===== src/design/akt_ram.sv =====
// ----------------------------------------------------------------------------
// akt_ram
// Generic simple dual-port RAM: one write port, one read port, registered read.
// ----------------------------------------------------------------------------
`timescale 1ns / 1ps
`default_nettype none

module akt_ram #(
    parameter int WIDTH = 32,
    parameter int DEPTH = 128
) (
    input  wire logic                                      i_clk,
    input  wire logic                                      i_we,
    input  wire logic [((DEPTH > 1) ? $clog2(DEPTH) : 1)-1:0] i_waddr,
    input  wire logic [WIDTH-1:0]                          i_wdata,
    input  wire logic [((DEPTH > 1) ? $clog2(DEPTH) : 1)-1:0] i_raddr,
    output logic      [WIDTH-1:0]                          o_rdata
);

    logic [WIDTH-1:0] r_mem [DEPTH];

    always_ff @(posedge i_clk) begin
        if (i_we) begin
            r_mem[i_waddr] <= i_wdata;
        end
        o_rdata <= r_mem[i_raddr];
    end

endmodule

`default_nettype wire


===== config.mk =====
export PLATFORM = sky130hd
export DESIGN_NAME = akt_ram
export DESIGN_NICKNAME = d
export VERILOG_FILES = /design/src/design/akt_ram.sv
export SDC_FILE = /design/constraint.sdc
export NUM_CORES = 2
export LEC_CHECK = 0
export BUFFER_PORTS_ARGS = -buffer_cell sky130_fd_sc_hd__buf_2
export CAP_MARGIN = 20
export CELL_PAD_IN_SITES_DETAIL_PLACEMENT = 0
export CELL_PAD_IN_SITES_GLOBAL_PLACEMENT = 1
export CORE_AREA = 3 3 436 869
export CTS_BUF_LIST = sky130_fd_sc_hd__clkbuf_4
export DETAILED_ROUTE_END_ITERATION = 8
export DIE_AREA = 0 0 439 872
export PLACE_DENSITY_LB_ADDON = 0.15
export SYNTH_ARGS = -nofsm -noshare
export SYNTH_HDL_FRONTEND = slang
export SYNTH_SLANG_ARGS = --single-unit

===== constraint.sdc =====
create_clock -name i_clk -period 10.3 [get_ports i_clk]
set_input_delay 3.09 -clock i_clk [delete_from_list [all_inputs] [get_ports i_clk]]
set_output_delay 3.09 -clock i_clk [all_outputs]
set_load 0.05 [all_outputs]

==> impl_metrics.toml <==
[outcome]
outcome = "finished clean"

[logic_synthesis]
syn_area_per_cell_um2 = 26.1
post_synthesis_sequential_element_count = 4128
yosysWarnings = 0
synthesis.area_um2 = 156000
fraction_of_the_yosys_area_taken_by_sequential_cells = 0.791
synthesis.instances = 5990
netlist-cell-type-count = 17
synth_nets = 6038

[setup_path]
critical_path_class = "register to output pin"
critical_path.n_buffers_inverters = 1
critical_path_max_stage_delay_ns = 0.74
setup.worst_path.end_class = "output pin"
worst-endpoint-arrival_ns = 2.70
critPathRequiredTime_ns = 7.21
worst_setup_path_start_kind = "register"
path_cells = "buf_2"
critPathMaxFanout = 1
critPathSlowestCell = "sky130_fd_sc_hd__dfxtp_1"
cpLargestDelayFamily = "flip-flops"

[global_route]
grt_first_pass_wirelength_um = 649000
grt_remaining_overflow = 0
grt_max_degree = 113
globalRouteTotalUtil = 0.250
grt_antenna_before_repair = 82
grt_pass1_vias = 78500

[pwr]
power.leakage_nw = 54.6
power.switching_mw = 7.67
power.ir.vdd_worst_v = 0.000141
power.internal_mw = 25.7
power.share.combinational = 0.059
seq_power_share = 0.558
switching_share = 0.230
power.share.clock = 0.383
powerDensity_nw_per_um2 = 188

[clocking]
tritoncts = "yes"
clock_tree.buffer_depth = 4
postCtsResizedCells = 0
root_buffer = "sky130_fd_sc_hd__clkbuf_4"
clock_latency_ns = 1.51
post_cts_setup_buffer_count = 0
tritoncts.num_buffers = 886
htree_num_levels = 6
clk_transition_reported_paths_ns = 0.08
cts.hold.buffers_added = 0
clock_sink_count = 4128

[timing]
timing.slew.headroom = 0.0284
grt_setup_unrepaired = "false"
tns_ns = 0
maxSlewViolCount = 0
tightest_slew_ns = 1.46
finalWorstPathRequiredPeriod_ns = 5.79
final_min_period_over_clock_period = 0.562
setup_viol = 0
final.setup_skew_ns = 0.114
fmaxAchievable_mhz = 173
finalHoldViolCount = 0
final_worst_setup_slack_ns = 4.51

[routing]
drt-wirelength-per-cell_um = 37.0
route.layer.met1.wl_um = 164000
vias = 73400
top_layer_used = "met5"
drtIter0Drc = 7500
wl_met2_um = 264000
drc_errors = 0
met3_wirelength_um = 25100
routed_wirelength_um = 476000
drtAntennaViolNets = 0
drtPass1Iterations = 7
vias_per_cell = 5.70

[hold_path]
min-delay-path-class = "register to register"

[placed_design]
number_of_i_o_port_buffers = 79
place.detailed.hpwl_um = 263000
finalWeightedCongestion = 0.793
pre_cts_ws_ns = 3.17

[floorplanning]
die_y_um = 872
initial_utilization = 0.419
fp.dieArea_um2 = 383000
floorplan.core_area_um2 = 373000
std_cell_rows = 317
dieWidth_um = 439
ioPinCount = 80

[flow_run]
timing.max_cap.violations = 0

[layout]
nFillCells = 31100
area_growth_pct = 13.5
final_net_count = 6909
post_route_cells_drive_above_1_share = 0.428
cell type report:
cell class | count | area [µm²] | share of cell area
tap | 4944 | 6190 | 0.0349
multi-input combinational | 1546 | 32300 | 0.182
clock inverter | 237 | 1480 | 0.00835
timing repair buffer | 299 | 2630 | 0.0149
sequential | 4128 | 124000 | 0.697
antenna | 365 | 913 | 0.00515
clock buffer | 1359 | 10200 | 0.0575
registers in the layout, summed over array words and instances (netlist names):
signal,count
r_mem,4096
o_rdata,32
logic make-up after synthesis:
kind of cell | count (synthesis) | share of synthesized area
buffers and inverters | 316 | 0.00839
flip-flops | 4128 | 0.791
AND/OR/NAND/NOR | 170 | 0.00446
multiplexers | 1376 | 0.196
power by group through the flow:
stage	clock (mW)	sequential (mW)	combinational, mW
after floorplan	0	19.0	0.895
after global placement	0	19.0	1.99
after detailed placement	0	19.0	2.01
after CTS	13.1	18.6	2.01
after global routing	13.9	18.6	2.04
final	12.8	18.6	1.96
per-stage QoR:
stage	util	hold WS [ns]	instances	power (mW)	area (µm²)
final	0.476	1.12	12900	33.4	177000
after global routing	0.476	1.16	12900	34.6	177000
after CTS	0.473	1.11	12500	33.8	176000
after detailed placement	0.442	1.11	10900	21.0	165000
after global placement	0.442	1.11	10900	21.0	165000
after floorplan	-	1.07	5990	19.9	156000
cells in the mapped netlist:
cell type	instances	share of area
sky130_fd_sc_hd__edfxtp_1	4096	0.79
sky130_fd_sc_hd__mux4_2	1344	0.19
sky130_fd_sc_hd__clkbuf_1	182	0.0044
sky130_fd_sc_hd__nor2_1	122	0.0029
sky130_fd_sc_hd__buf_2	79	0.0025
sky130_fd_sc_hd__buf_1	50	0.0012
sky130_fd_sc_hd__dfxtp_1	32	0.0041
sky130_fd_sc_hd__mux2_2	32	0.0023
sky130_fd_sc_hd__nand2_1	14	0.00034
sky130_fd_sc_hd__nand3_1	12	0.00038
sky130_fd_sc_hd__nor3_1	9	0.00029
sky130_fd_sc_hd__nor2b_1	7	0.00028
sky130_fd_sc_hd__buf_4	3	0.00014
sky130_fd_sc_hd__nand4_1	3	0.00012
sky130_fd_sc_hd__buf_6	2	0.00014
sky130_fd_sc_hd__nand2b_1	2	0.000080
sky130_fd_sc_hd__or3_1	1	0.000040
placed cells by master (no fill, tap or decap), drive strengths merged:
master / count
clkinvlp: 4
clkinv: 199
nor2b: 7
mux4: 1344
inv: 14
or3: 1
clkbuf: 1359
bufinv: 20
nand3: 12
nand4: 3
mux2: 32
nand2: 14
dfxtp: 32
diode: 365
nand2b: 2
nor2: 122
nor3: 9
buf: 299
edfxtp: 4096
worst paths after layout:
kind	slack (ns)	startpoint	cells past startpoint	end
setup reg to reg	7.46	r_mem[13][30]$_DFFE_PP_	4	o_rdata[30]$_DFF_P_
setup / recovery	4.51	o_rdata[1]$_DFF_P_	1	o_rdata[1]
hold reg to reg	1.12	r_mem[95][5]$_DFFE_PP_	4	o_rdata[5]$_DFF_P_
hold / removal	1.12	r_mem[95][5]$_DFFE_PP_	4	o_rdata[5]$_DFF_P_
metal layers:
metal  vias up  GRT usage
met5         -          0
met4        10      0.131
met3       708     0.0357
met2      2849      0.457
met1     40700      0.282
li1      29100          -
worst register-to-register path, stage by stage, from the launching register on:
cell and delay [ns]:
sky130_fd_sc_hd__edfxtp_1 0.39, sky130_fd_sc_hd__mux4_2 0.48, sky130_fd_sc_hd__mux4_2 0.71, sky130_fd_sc_hd__mux4_2 0.81
sky130_fd_sc_hd__mux2_2 0.41
No activity file was read; power rests on OpenSTA's default activity.
