==> config.mk <==
export PLATFORM = sky130hd
export DESIGN_NAME = akt_out_reg
export DESIGN_NICKNAME = d
export VERILOG_FILES = /design/src/design/akt_pkg.sv /design/src/design/akt_out_reg.sv
export SDC_FILE = /design/constraint.sdc
export NUM_CORES = 1
export LEC_CHECK = 0
export BUFFER_PORTS_ARGS = -buffer_cell sky130_fd_sc_hd__buf_4
export CAP_MARGIN = 20
export CORE_AREA = 5 5 42 44
export CTS_CLUSTER_SIZE = 14
export DETAILED_ROUTE_END_ITERATION = 8
export DIE_AREA = 0 0 47 49
export GPL_TIMING_DRIVEN = 1
export PLACE_DENSITY = 0.59
export SETUP_SLACK_MARGIN = 0.2
export SLEW_MARGIN = 0
export SYNTH_ARGS = -nofsm -noshare
export SYNTH_HDL_FRONTEND = slang
export SYNTH_SLANG_ARGS = --single-unit
==> constraint.sdc <==
create_clock -name i_clk -period 0.8 [get_ports i_clk]
set_input_delay 0.08 -clock i_clk [delete_from_list [all_inputs] [get_ports i_clk]]
set_output_delay 0.08 -clock i_clk [all_outputs]
set_load 0.005 [all_outputs]
==> src/design/akt_pkg.sv <==
// ----------------------------------------------------------------------------
// akt_pkg
// Shared types and constants of the access key table loader and lookup.
// ----------------------------------------------------------------------------
`timescale 1ns / 1ps
`default_nettype none

package akt_pkg;

    localparam int KEY_CAPACITY = 128;
    localparam int KEY_W        = 32;
    localparam int ADDR_W       = (KEY_CAPACITY > 1) ? $clog2(KEY_CAPACITY) : 1;
    localparam int CNT_W        = $clog2(KEY_CAPACITY + 1);
    localparam int COUNT_OUT_W  = 8;

    localparam logic [7:0] CHAR_COMMA = 8'h2C;
    localparam logic [7:0] CHAR_ZERO  = 8'h30;
    localparam logic [7:0] CHAR_NINE  = 8'h39;

    typedef enum logic [1:0] {
        FUNC_BEGIN = 2'd0,
        FUNC_CHAR  = 2'd1,
        FUNC_END   = 2'd2,
        FUNC_QUERY = 2'd3
    } t_func;

    typedef struct packed {
        logic                   granted;
        logic [COUNT_OUT_W-1:0] key_count;
    } t_result;

endpackage

`default_nettype wire

==> src/design/akt_out_reg.sv <==
// ----------------------------------------------------------------------------
// akt_out_reg
// Result holding register with valid/stall handshake toward the receiver.
// ----------------------------------------------------------------------------
`timescale 1ns / 1ps
`default_nettype none

module akt_out_reg (
    input  wire logic             i_clk,
    input  wire logic             i_rst_n,
    input  wire logic             i_load,
    input  wire akt_pkg::t_result i_res,
    output logic                  o_ready,
    output logic                  o_valid,
    input  wire logic             i_stall,
    output akt_pkg::t_result      o_res
);

    import akt_pkg::*;

    logic    r_valid;
    t_result r_res;

    // a new result may load when empty or when the held one leaves this cycle
    assign o_ready = !r_valid || !i_stall;
    assign o_valid = r_valid;
    assign o_res   = r_res;

    always_ff @(posedge i_clk) begin
        if (!i_rst_n) begin
            r_valid <= 1'b0;
        end else if (i_load) begin
            r_valid <= 1'b1;
        end else if (!i_stall) begin
            r_valid <= 1'b0;
        end
    end

    always_ff @(posedge i_clk) begin
        if (i_load) begin
            r_res <= i_res;
        end
    end

endmodule

`default_nettype wire

==> summary.txt <==
Critical path
  – Crit start category: register
  – Buf+Inv Stages, Crit Path: 1
  – Critical path class: reg -> out
  – Worst r2r src: o_valid
  – CP max-delay cell: edfxtp_1
  – R2r setup slk: 190 ps
  – Top Family by Delay on Critical Path: flip-flops
  – Crit Path Max Fanout: 1
  – Cell breakdown of the critical path: buf_6
  – FF-to-FF End: o_valid
  – Critical Path RT: 720 ps
  – CP endpoint kind: output port
  – Max incr delay on CP: a little under 400 ps
  – Crit path DAT: 780 ps
  – Worst r2r path cells: 2

Min path
  – Hold Crit Start: i_res[2]
  – Min-Delay Path Depth: 1
  – Worst hold path type: in -> reg
  – Worst Hold End: o_res[2]

Global route
  – Vias in the first global route: 220
  – First-pass GRT wire length: around 970 microns
  – GRT Total Usage: under 10%
  – Largest net degree at the start of global routing: 11
  – Total grt overflow: 0
  – Initial antenna violation count: 0

CTS
  – Max clock buf depth: 2
  – Clock sink count: 10
  – TritonCTS buffer count: 3
  – Clk_lat worst skew: about 250 ps
  – Clk slew on worst S/H paths: 70 ps
  – Root Buffer Master: clkbuf_4
  – CTS H-tree depth: 1
  – TritonCTS clock tree: yes
  – Post-CTS setup repair buffer count: 0

Yosys
  – Area share of the largest cell type after synthesis: 88.5%
  – Post-synthesis mux area share: 0%
  – Synthesized area: between 300 and 400 sq um
  – Syn avg cell area: ~23 sq um
  – Adder-cell area share of the yosys netlist: 0%
  – Register area share after synthesis: 95.1%
  – Synth area leader: edfxtp_1
  – Synth warn: 0
  – Area contributors post-synth: edfxtp_1, dfxtp_1, nor2b_1, a21oi_1, nand2_1
  – Cell variety after synth: 5
  – Area fraction in compound gates after synthesis: around 1.6%
  – Synth Area in XOR/XNOR: 0%
  – Syn nets: 26
  – Post-Synth Simple-Gate Area: 3.28%
  – Yosys reg bits: 10
  – Largest family of logic cells by synthesized area: simple AND/OR/NAND/NOR gates
  – Syn Inst Count: 13

Power
  – Cell Pwr Density: 2060 nW/um^2
  – Sequential Power Share: 56.1%
  – Int Power: approximately 0.90 mW
  – Comb pwr share: a little under an eighth
  – Sw Ratio: between 10% and 20%
  – Max IR drop VDD: 803 uV
  – Clock power share: about 32%
  – Net switching power: 0.221 mW
  – Tot Pwr: approximately 1.1 mW
  – Static leakage: 0.232 nW

Final layout
  – Register area: around 300 sq um
  – Area of the multi-input gates: ~21 sq um
  – Antenna Cells: 0
  – Fin cells: 56
  – Finished Cell Area: 543 sq um
  – Final Util: between 30% and 40%
  – Area growth, synth to finish: 77.9%
  – Share of layout cells above drive strength 1: 72.5%
  – FILL cells: 150
  – Nets: 54

Timing
  – Final worst slack: -59.6 ps
  – Slew of the pin with the lowest slew margin: between 100 and 150 ps
  – Final Skew: 0 ps
  – RSZ-0062 raised after global routing: true
  – Setup TNS: -445 ps
  – Fin crit share: 107%
  – Fin. max-slew vios: 0
  – Final Setup Violations: 10
  – FMAX: approximately 1.2 GHz
  – Min Hold Slack: -10.5 ps
  – Relative slew slack: approximately 90%
  – Fin crit period: approximately 860 ps
  – Final hold viol count: 5

Route
  – Initial drt markers: 2
  – Vias per cell: 3.95
  – Vias post-DR: around 220
  – DR WL/cell: roughly 12 microns
  – First drt pass iteration count: 2
  – # DRC: 0
  – Final ANT Viol Nets: 0
  – Total Wirelength: 667 microns

Placed design
  – Place WS: between 150 and 200 ps
  – GP Congestion: 0.619
  – Area post-placement: roughly 500 sq um
  – Post-Place Cells: 52
  – Number of port buffers: 23

Die
  – # IOs: 24
  – Die W: 47 microns
  – Core Footprint: about 1400 sq um
  – Die H: ~49 microns
  – Num rows: 14
  – Starting Density: between 20% and 30%
  – Die area: ~2300 sq um

Flow run
  – Max-cap violation count: 0

Run status
  – Outcome: finished, violations left
  – Failing checks: negative hold slack, negative setup slack
==> cell families after synthesis <==
family	Yosys count
and+or+nand+nor	2
AOI/OAI and AO/OA	1
DFF	10
==> worst max path at each step <==
stage | startpoint | to | slack (ps) | cells after the start
after floorplan | o_valid | o_valid | 220 | 2
after global placement | o_valid | o_ready | 220 | 2
after detailed placement | o_valid | o_valid | 200 | 2
after CTS | o_res[4] | o_res[4] | -70 | 1
after global routing | o_res[6] | o_res[6] | -100 | 1
final | o_res[4] | o_res[4] | -60 | 1
==> cells in the final DEF (no fill, tap or decap) <==
master / n
buf_6: 3
a21oi_2: 1
dfxtp_2: 1
edfxtp_1: 9
buf_4: 20
clkbuf_1: 1
clkbuf_4: 3
nand2_2: 1
nor2b_1: 1
==> routing by layer <==
layer | wire length [microns] | track usage [%] | vias to the layer above
met2 | 270 | 7.92 | 20
met1 | 251 | 6.64 | 96
met5 | 0 | 0 | -
met3 | 141 | 3.69 | 2
li1 | - | - | 103
met4 | 4 | 6.91 | 0
==> power by group through the flow <==
stage	Combinational [mW]	Sequential (mW)	Clock [mW]
after CTS	0.128	0.626	0.374
after detailed placement	0.128	0.637	0
after floorplan	0.00484	0.642	0
after global placement	0.126	0.635	0
after global routing	0.145	0.632	0.404
final	0.134	0.628	0.359
==> cell usage after synthesis <==
cell type and n:
dfxtp_1 1, edfxtp_1 9, nand2_1 1, a21oi_1 1, nor2b_1 1
==> state kept, by name, summed over array words and instances (netlist names) <==
| name | cells |
|---|---|
| o_res | 9 |
| o_valid | 1 |
==> timing repair <==
action / CTS / global route
resized for setup: 1 / 5
pin swaps: 0 / 1
endpoints found under the setup margin: 12 / 12
cloned: 0 / 0
hold endpoints to repair: 9 / 9
==> final cells by class <==
cell class / instances / share of cell area (%)
repair buffers: 23 / 33.9
clock buffers: 4 / 4.84
multi-input cells: 3 / 3.92
flip-flops and latches: 10 / 53.7
well taps: 16 / 3.69
Note: power is estimated with default switching activity, not from simulation.
